**config.mk**
```make
export PLATFORM = sky130hd
export DESIGN_NAME = tte_front
export DESIGN_NICKNAME = d
export VERILOG_FILES = /design/src/sv/tte_pkg.sv /design/src/sv/tte_front.sv
export SDC_FILE = /design/constraint.sdc
export NUM_CORES = 1
export LEC_CHECK = 0
export ABC_AREA = 1
export BUFFER_PORTS_ARGS = -buffer_cell sky130_fd_sc_hd__buf_2
export CORE_MARGIN = 5
export CORE_UTILIZATION = 50
export CTS_CLUSTER_DIAMETER = 80
export DETAILED_ROUTE_END_ITERATION = 8
export GPL_ROUTABILITY_DRIVEN = 0
export PLACE_DENSITY = 0.75
export RECOVER_POWER = 100
export SYNTH_ARGS = -nofsm -noshare
export SYNTH_HDL_FRONTEND = slang
export SYNTH_SLANG_ARGS = --single-unit
```
**constraint.sdc**
```tcl
create_clock -name clk -period 2.4 [get_ports clk]
set_clock_uncertainty 0.05 [all_clocks]
set_input_delay 0.12 -clock clk [delete_from_list [all_inputs] [get_ports clk]]
set_output_delay 0.12 -clock clk [all_outputs]
set_load 0.03 [all_outputs]
```
**src/sv/tte_pkg.sv**
```systemverilog
// Shared constants, types and helpers for the text terminal engine.
package tte_pkg;

  localparam int SCREEN_ROWS = 25;
  localparam int SCREEN_COLS = 40;
  localparam int CELLS = SCREEN_ROWS * SCREEN_COLS;
  localparam int ADDR_W = $clog2(CELLS);
  localparam int CNT_W = $clog2(CELLS + 1);
  localparam int ROW_W = 5;
  localparam int COL_W = 6;
  localparam int CHAR_W = 8;
  localparam int COLOR_W = 6;
  localparam int QUEUE_DEPTH = 2;
  localparam int QPTR_W = $clog2(QUEUE_DEPTH);
  localparam int QCNT_W = $clog2(QUEUE_DEPTH + 1);

  localparam logic [CHAR_W-1:0] CH_ESC = 8'h1B;
  localparam logic [CHAR_W-1:0] CH_LBRACKET = 8'h5B;
  localparam logic [CHAR_W-1:0] CH_SPACE = 8'h20;
  localparam logic [CHAR_W-1:0] CH_DEL = 8'h7F;
  localparam logic [CHAR_W-1:0] CH_BS = 8'h08;
  localparam logic [CHAR_W-1:0] CH_TAB = 8'h09;
  localparam logic [CHAR_W-1:0] CH_LF = 8'h0A;
  localparam logic [CHAR_W-1:0] CH_CR = 8'h0D;
  localparam logic [CHAR_W-1:0] CH_DIGIT0 = 8'h30;
  localparam logic [CHAR_W-1:0] CH_DIGIT9 = 8'h39;
  localparam logic [CHAR_W-1:0] CH_UP = 8'h41;
  localparam logic [CHAR_W-1:0] CH_DOWN = 8'h42;
  localparam logic [CHAR_W-1:0] CH_RIGHT = 8'h43;
  localparam logic [CHAR_W-1:0] CH_LEFT = 8'h44;
  localparam logic [CHAR_W-1:0] CH_HOME = 8'h48;
  localparam logic [CHAR_W-1:0] CH_CLR_SCREEN = 8'h4A;
  localparam logic [CHAR_W-1:0] CH_CLR_LINE = 8'h4B;
  localparam logic [COLOR_W-1:0] WHITE = 6'h3F;

  typedef struct packed {
    logic              cmd;
    logic [CHAR_W-1:0] ch;
    logic [ROW_W-1:0]  rr;
    logic [COL_W-1:0]  rc;
    logic              esc_start;
    logic              in_range;
  } item_t;

  typedef struct packed {
    logic [ROW_W-1:0]   cursor_row;
    logic [COL_W-1:0]   cursor_col;
    logic [CHAR_W-1:0]  cell_char;
    logic [COLOR_W-1:0] cell_color;
    logic               in_escape;
  } result_t;

  function automatic logic [ADDR_W-1:0] cell_addr(input logic [ROW_W-1:0] row,
                                                   input logic [COL_W-1:0] col);
    int a;
    a = int'(row) * SCREEN_COLS + int'(col);
    return a[ADDR_W-1:0];
  endfunction

endpackage

```
**src/sv/tte_front.sv**
```systemverilog
// Input side: classifies incoming beats and queues them for the executor.
module tte_front import tte_pkg::*; (
  input  logic              clk,
  input  logic              rst,
  input  logic              push,
  output logic              full,
  input  logic              cmd,
  input  logic [CHAR_W-1:0] char_in,
  input  logic [ROW_W-1:0]  read_row,
  input  logic [COL_W-1:0]  read_col,
  output logic              q_valid,
  output item_t             q_item,
  input  logic              q_take
);

  item_t             slots [QUEUE_DEPTH];
  logic [QPTR_W-1:0] wr_ptr;
  logic [QPTR_W-1:0] rd_ptr;
  logic [QCNT_W-1:0] count;
  logic              do_push;
  logic              do_take;
  item_t             incoming;

  assign full = (count == QCNT_W'(QUEUE_DEPTH));
  assign q_valid = (count != '0);
  assign q_item = slots[rd_ptr];
  assign do_push = push && !full;
  assign do_take = q_take && q_valid;

  always_comb begin
    incoming.cmd = cmd;
    incoming.ch = char_in;
    incoming.rr = read_row;
    incoming.rc = read_col;
    incoming.esc_start = (char_in == CH_ESC);
    incoming.in_range = (int'(read_row) < SCREEN_ROWS) && (int'(read_col) < SCREEN_COLS);
  end

  always_ff @(posedge clk) begin
    if (do_push) begin
      slots[wr_ptr] <= incoming;
    end
  end

  always_ff @(posedge clk) begin
    if (rst) begin
      wr_ptr <= '0;
      rd_ptr <= '0;
      count <= '0;
    end else begin
      if (do_push) begin
        wr_ptr <= (wr_ptr == QPTR_W'(QUEUE_DEPTH - 1)) ? '0 : wr_ptr + 1'b1;
      end
      if (do_take) begin
        rd_ptr <= (rd_ptr == QPTR_W'(QUEUE_DEPTH - 1)) ? '0 : rd_ptr + 1'b1;
      end
      if (do_push && !do_take) begin
        count <= count + 1'b1;
      end else if (do_take && !do_push) begin
        count <= count - 1'b1;
      end
    end
  end

endmodule

```
# Yosys cells after proc, flatten, opt, wreduce, memory -nomap -nowiden

Memory sizes are Yosys's and may differ from the RTL's. A register that Yosys moved wholly into a read port is not among the register bits.
Index checks and enable logic that the tools add are counted.

RAM bits: 44
Flip-flop bits (word level): 4
Output and inout port bits: 24
Logic and storage cells: 30
Memories kept: 1
Bits of input ports: 24

Equal/unequal tests: 2
$add $sub $neg: 4
Order comparisons: 2
Muxes and demuxes: 8
Reductions and logical operators: 10

Memory list:

| memory | depth | bits a word | read ports | clocked after Yosys merged registers in | write ports | RTL line        | text |
|---|---|---|---|---|---|---|---|
| slots  | 2     | 22          | 1          | 1                                       | 1           | tte_front.sv:16 | `item_t slots [QUEUE_DEPTH];` |

Operator list:

| operator            | number |
|---|---|
| $eq 8x5->1 const B  | 1 |
| $lt 6x6->1 const B  | 1 |
| $mux 1              | 6 |
| $logic_and 1x1->1   | 5 |
| $lt 5x5->1 const B  | 1 |
| $mux 2              | 2 |
| $reduce_bool 2->1   | 2 |
| $logic_not 1->1     | 3 |
| $add 1x1->1 const B | 2 |
| $add 2x1->2 const B | 1 |
| $eq 2x2->1 const B  | 1 |
| $sub 2x1->2 const B | 1 |

# Depth between registers and ports, before layout

Depth after elaboration: 7
Mapped depth: 10
Gate-level depth less buffers: 10

# Worst setup path after synthesis

Ideal clock, no wire load.

Kind: flip-flop to flip-flop
From: register count[1]
To: memory slots[1][0] (netlist name), enable pin
Stages on the path, launching flop included: 4
Required time: 1.949 ns
Setup slack: 0.531 ns
Data arrival time: 1.418 ns
Path buffers: 0
Library setup time: 0.401 ns
Clock period less this slack: 1.869 ns
Path through: dfxtp_1 inv_1 o21ai_2 nor2_1

Cells in the longest elaborated chain, start to end: 5

Ends and longest elaborated chain:

| item                         | RTL line        | text |
|---|---|---|
| start, declared              | tte_front.sv:19 | `logic [QCNT_W-1:0] count;` |
| start signal, assigned       | tte_front.sv:58 | `count <= count + 1'b1;` |
| start signal, assigned       | tte_front.sv:60 | `count <= count - 1'b1;` |
| $eq 2x2->1                   | tte_front.sv:24 | `assign full = (count == QCNT_W'(QUEUE_DEPTH));` |
| $logic_not 1->1              | tte_front.sv:27 | `assign do_push = push && !full;` |
| $logic_and 1x1->1            | tte_front.sv:27 |  |
| $mux 1                       | tte_front.sv:40 | `if (do_push) begin` |
| $mux 1 (implied by the code) | tte_front.sv:41 | `slots[wr_ptr] <= incoming;` |
| end, declared                | tte_front.sv:16 |  |

Every way passes these cells.

# Worst setup path in the final report

From: register count[1]
To: register count[1]

Cells in the longest elaborated chain, start to end: 6
Elaborated cells between the ends (all ways): 14
Those cells by class: 2 x add/sub; 1 x eq/ne; 2 x mux; 9 x reduce/logical

Ends and longest elaborated chain:

| item                               | RTL line        | text |
|---|---|---|
| $eq 2x2->1 *                       | tte_front.sv:24 |  |
| $logic_not 1->1 *                  | tte_front.sv:27 |  |
| $logic_and 1x1->1 *                | tte_front.sv:27 |  |
| net do_push                        | tte_front.sv:20 | `logic do_push;` |
| $logic_not 1->1                    | tte_front.sv:59 | `end else if (do_take && !do_push) begin` |
| $logic_and 1x1->1                  | tte_front.sv:59 |  |
| $reduce_bool 2->1 (no source line) | n/a             |  |

Mark *: on every way through the listed nets, which the timed path passes. The rest lies on a longest branch. The select of a mux whose other input is x is not followed.
A chain may end at the register's enable or synchronous reset.

==> results by stage <==
Global routing:
- The largest net degree at the start of global routing is 23.
- In this run the most used layer during global routing was met2.
- The met2 track demand over resource in global routing is 0.278.
- The met3 track utilization from global routing is 0.0526.
- The total congestion overflow is 0.
- For this run, global-route usage on met1 was measured as 0.156.
- The number of global-route vias before repair is 1,214.
- The initial antenna violation count was 0.
- The first global-routing pass estimated 5.80 mm of wire.
- The combined global-route utilization of all metal layers is 0.153.

Floorplanning:
- The region available for standard cell placement spans 0.00372 mm².
- The total I/O pin count is 48.
- In this run the horizontal extent of the chip is 72.6 µm.
- The initial utilization of the core area, before any placement, comes to 0.527.
- The number of placement rows is 22.
- The height of the die is 72.6 µm.
- The area of the die is 0.00526 mm².

Timing:
- The share of the clock period used by the worst path after layout is 0.792.
- The number of pins exceeding their max-slew limit in the final report is 0.
- Measured against its own limit, the worst slew margin works out to 0.593.
- The maximum frequency from static timing analysis is 526 MHz.
- Setup repair after global routing left no endpoint under its margin.
- Counting I/O delays and the setup requirement, the final critical path takes 1.90 ns.
- After routing, the total negative slack on setup checks comes to 0 ns.
- The total count of hold-check failures in the final report is 0.
- After layout, the worst setup slack is 0.500 ns.
- The count of endpoints failing setup in the final report is 0.
- The transition time of the tightest slew-check pin is 0.605 ns.
- Hold timing on the final database bottoms out at a slack of 0.0615 ns.

Power:
- The maximum vdd drop is 0.580 mV.
- The static leakage is 0.000931 µW.
- For this design the ratio of total power to cell area is 1020 mW/mm².

Detailed routing:
- The average wire per cell in the routed design is 15.4 µm.
- Dividing the detail-routed via count by the number of cells gives 4.89.
- The remaining antenna violation count is 0.
- The via count of the routed design is 1,164.
- The number of DRC markers after the initial detailed-route iteration is 62.
- The total iterations of the first detailed-routing run is 4.
- The total DRC errors in the routed layout is 0.
- The wire length after detailed routing is 3.66 mm.

Synth:
- The post-synthesis share of cell area spent on and, or, nand and nor gates is 0.0524.
- The number of nets handed over by synthesis was 139.
- After synthesis, the mean cell area works out to 17.2 µm².
- Sorting the synthesized cells by area gives the leading types as edfxtp_1, mux2_4, dfxtp_1, nor2_1, inv_1.
- In the synthesized netlist, the cells that appear most often are edfxtp_1, mux2_4, nor2_1.
- The synthesized netlist occupies a cell area of 0.00196 mm².
- The count of warnings emitted by yosys is 0.
- The share of the synthesized area in the top cell type is 0.675.
- The number of different library cells used by synthesis comes to 18.
- The number of instances in the synthesized netlist is 114.
- The share of synthesized registers carrying an async set or reset is 0.
- The commonest register cell after synthesis is edfxtp_1.
- The sequential share of the synthesized area is 0.726.
- The flip-flop and latch count after synthesis is 49.
- Of all cell types, the one taking the most synthesized area is edfxtp_1.
- In the post-synthesis netlist, the cell with the most instances is edfxtp_1.
- The post-synthesis xor/xnor area fraction is 0.
- Of the total synthesized cell area, the portion taken by full adders, half adders and majority gates is 0.00639.
- After synthesis, the largest family of logic cells by area is multiplexers.
- The compound-cell area share of the yosys netlist is 0.0211.
- In this run, synthesis inferred 44 flip-flops with an integrated enable.
- The portion of netlist area occupied by mux cells is 0.165.

Clocking:
- The H-tree depth is 2.
- For this design, the sink count on the clock tree is 49.
- The clock tree buffer depth is 2.
- The TritonCTS clock tree is done.
- After clock tree synthesis, the clock-pin slew on the worst setup and hold paths is 0.08 ns.
- In this run, post-CTS repair resized a total of 0 instances.
- The tree is rooted in a clkbuf_8.
- The clock latency on the worst-skew pair is 0.29 ns.
- The total CTS buffers is 5.

Hold path:
- The worst hold path belongs to the class in -> reg.

Worst setup path:
- The worst setup path is launched from a register.
- The critical path is of the reg -> reg type.
- The arrival time at the worst endpoint is 2.09 ns.
- The maximum fanout along the worst path is 4.
- The data required time of the worst path is 2.59 ns.
- The endpoint type of the worst setup path is a register.

Finish:
- The post-route cell area is 0.00251 mm².
- Of the cells placed in the final design, the portion with a size suffix greater than 1 is 0.205.
- In the final design database the tool counted 214 nets.
- The number of antenna repair diodes is 0.
- The layout-stage area growth over the synthesis result is 28.4%.

Place:
- The pre-CTS worst setup slack is 0.839 ns.
- The placed instances occupy a cell area of 0.00227 mm².
- Summed over all nets, the half-perimeter wirelength after detailed placement is 2.51 mm.
- The number of buffer cells added on primary ports is 47.

Status:
- The run finished with clean final reports.

Run:
- The max-capacitance violation count is 0.
==> stage by stage <==
| stage | utilization | instances | total power [µW] |
|---|---|---|---|
| after floorplan | - | 114 | 1810 |
| after global placement | 0.611 | 210 | 2000 |
| after detailed placement | 0.611 | 210 | 2050 |
| after CTS | 0.694 | 238 | 2620 |
| after global routing | 0.676 | 238 | 2680 |
| final | 0.676 | 238 | 2550 |
==> kinds of logic after synthesis <==
family	count (synthesis)
simple gates	24
buf+inv	11
mux	22
compound gates	7
flops	49
fa+ha+maj	1
==> final timing paths <==
path,from,endpoint,slack [ns],cells past startpoint
min reg2reg,rd_ptr,rd_ptr,0.47,2
min,rst,count[1],0.06,4
max,count[1],count[1],0.50,9
max reg2reg,count[1],count[1],0.50,9
==> report_power, final <==
part | switching, µW | internal (µW)
Clock | 245 | 309
Sequential | 63.2 | 1080
Combinational | 543 | 309
==> sequential cells by signal (all words and copies together) (netlist names), named ones only <==
signal / count
wr_ptr: 1
rd_ptr: 1
slots: 44
count: 2
==> layout make-up <==
class,instances,area (µm²)
clock buffers,6,72.6
flip-flops and latches,49,1420
well taps,48,60.1
inverters,9,33.8
repair buffers,70,413
clock inverters,2,35.0
multi-input cells,54,477
fillers,279,1200
==> cells in the final DEF (no fill, tap or decap), drive strengths merged <==
master       netlist  routed
dfxtp              5       5
o21a               1       1
nand4              2       2
clkinv             0       1
clkbuf             0      49
ha                 1       1
nand3b             1       1
dlygate4sd3        0      20
bufinv             0       1
nor2              10      10
nor3               1       1
edfxtp            44      44
o21ai              4       4
mux2              22      22
inv                9       9
buf                2       7
nand2              8       8
nand3              2       2
a21oi              2       2
==> worst max-delay path, cell delays in order, from the launching register on <==
cell and delay (ns):
dfxtp_1 0.35, inv_1 0.09, o21ai_0 0.50, inv_1 0.13, ha_1 0.36, inv_1 0.08, nand3_1 0.08, nand2_1 0.08
inv_1 0.04, nor2_1 0.08
==> per-layer routing <==
layer | up-vias | part of all wire | wire, µm
li1 | 565 | - | -
met1 | 556 | 0.36 | 1320
met2 | 38 | 0.56 | 2040
met3 | 5 | 0.063 | 232
met4 | 0 | 0.018 | 66
met5 | - | 0 | 0
==> timing repair <==
item	CTS	global route
hold buffers	20	0
hold endpoints to repair	40	0
setup buffers	0	0
setup endpoints to repair	0	0
Note: power is estimated with default switching activity, not from simulation.
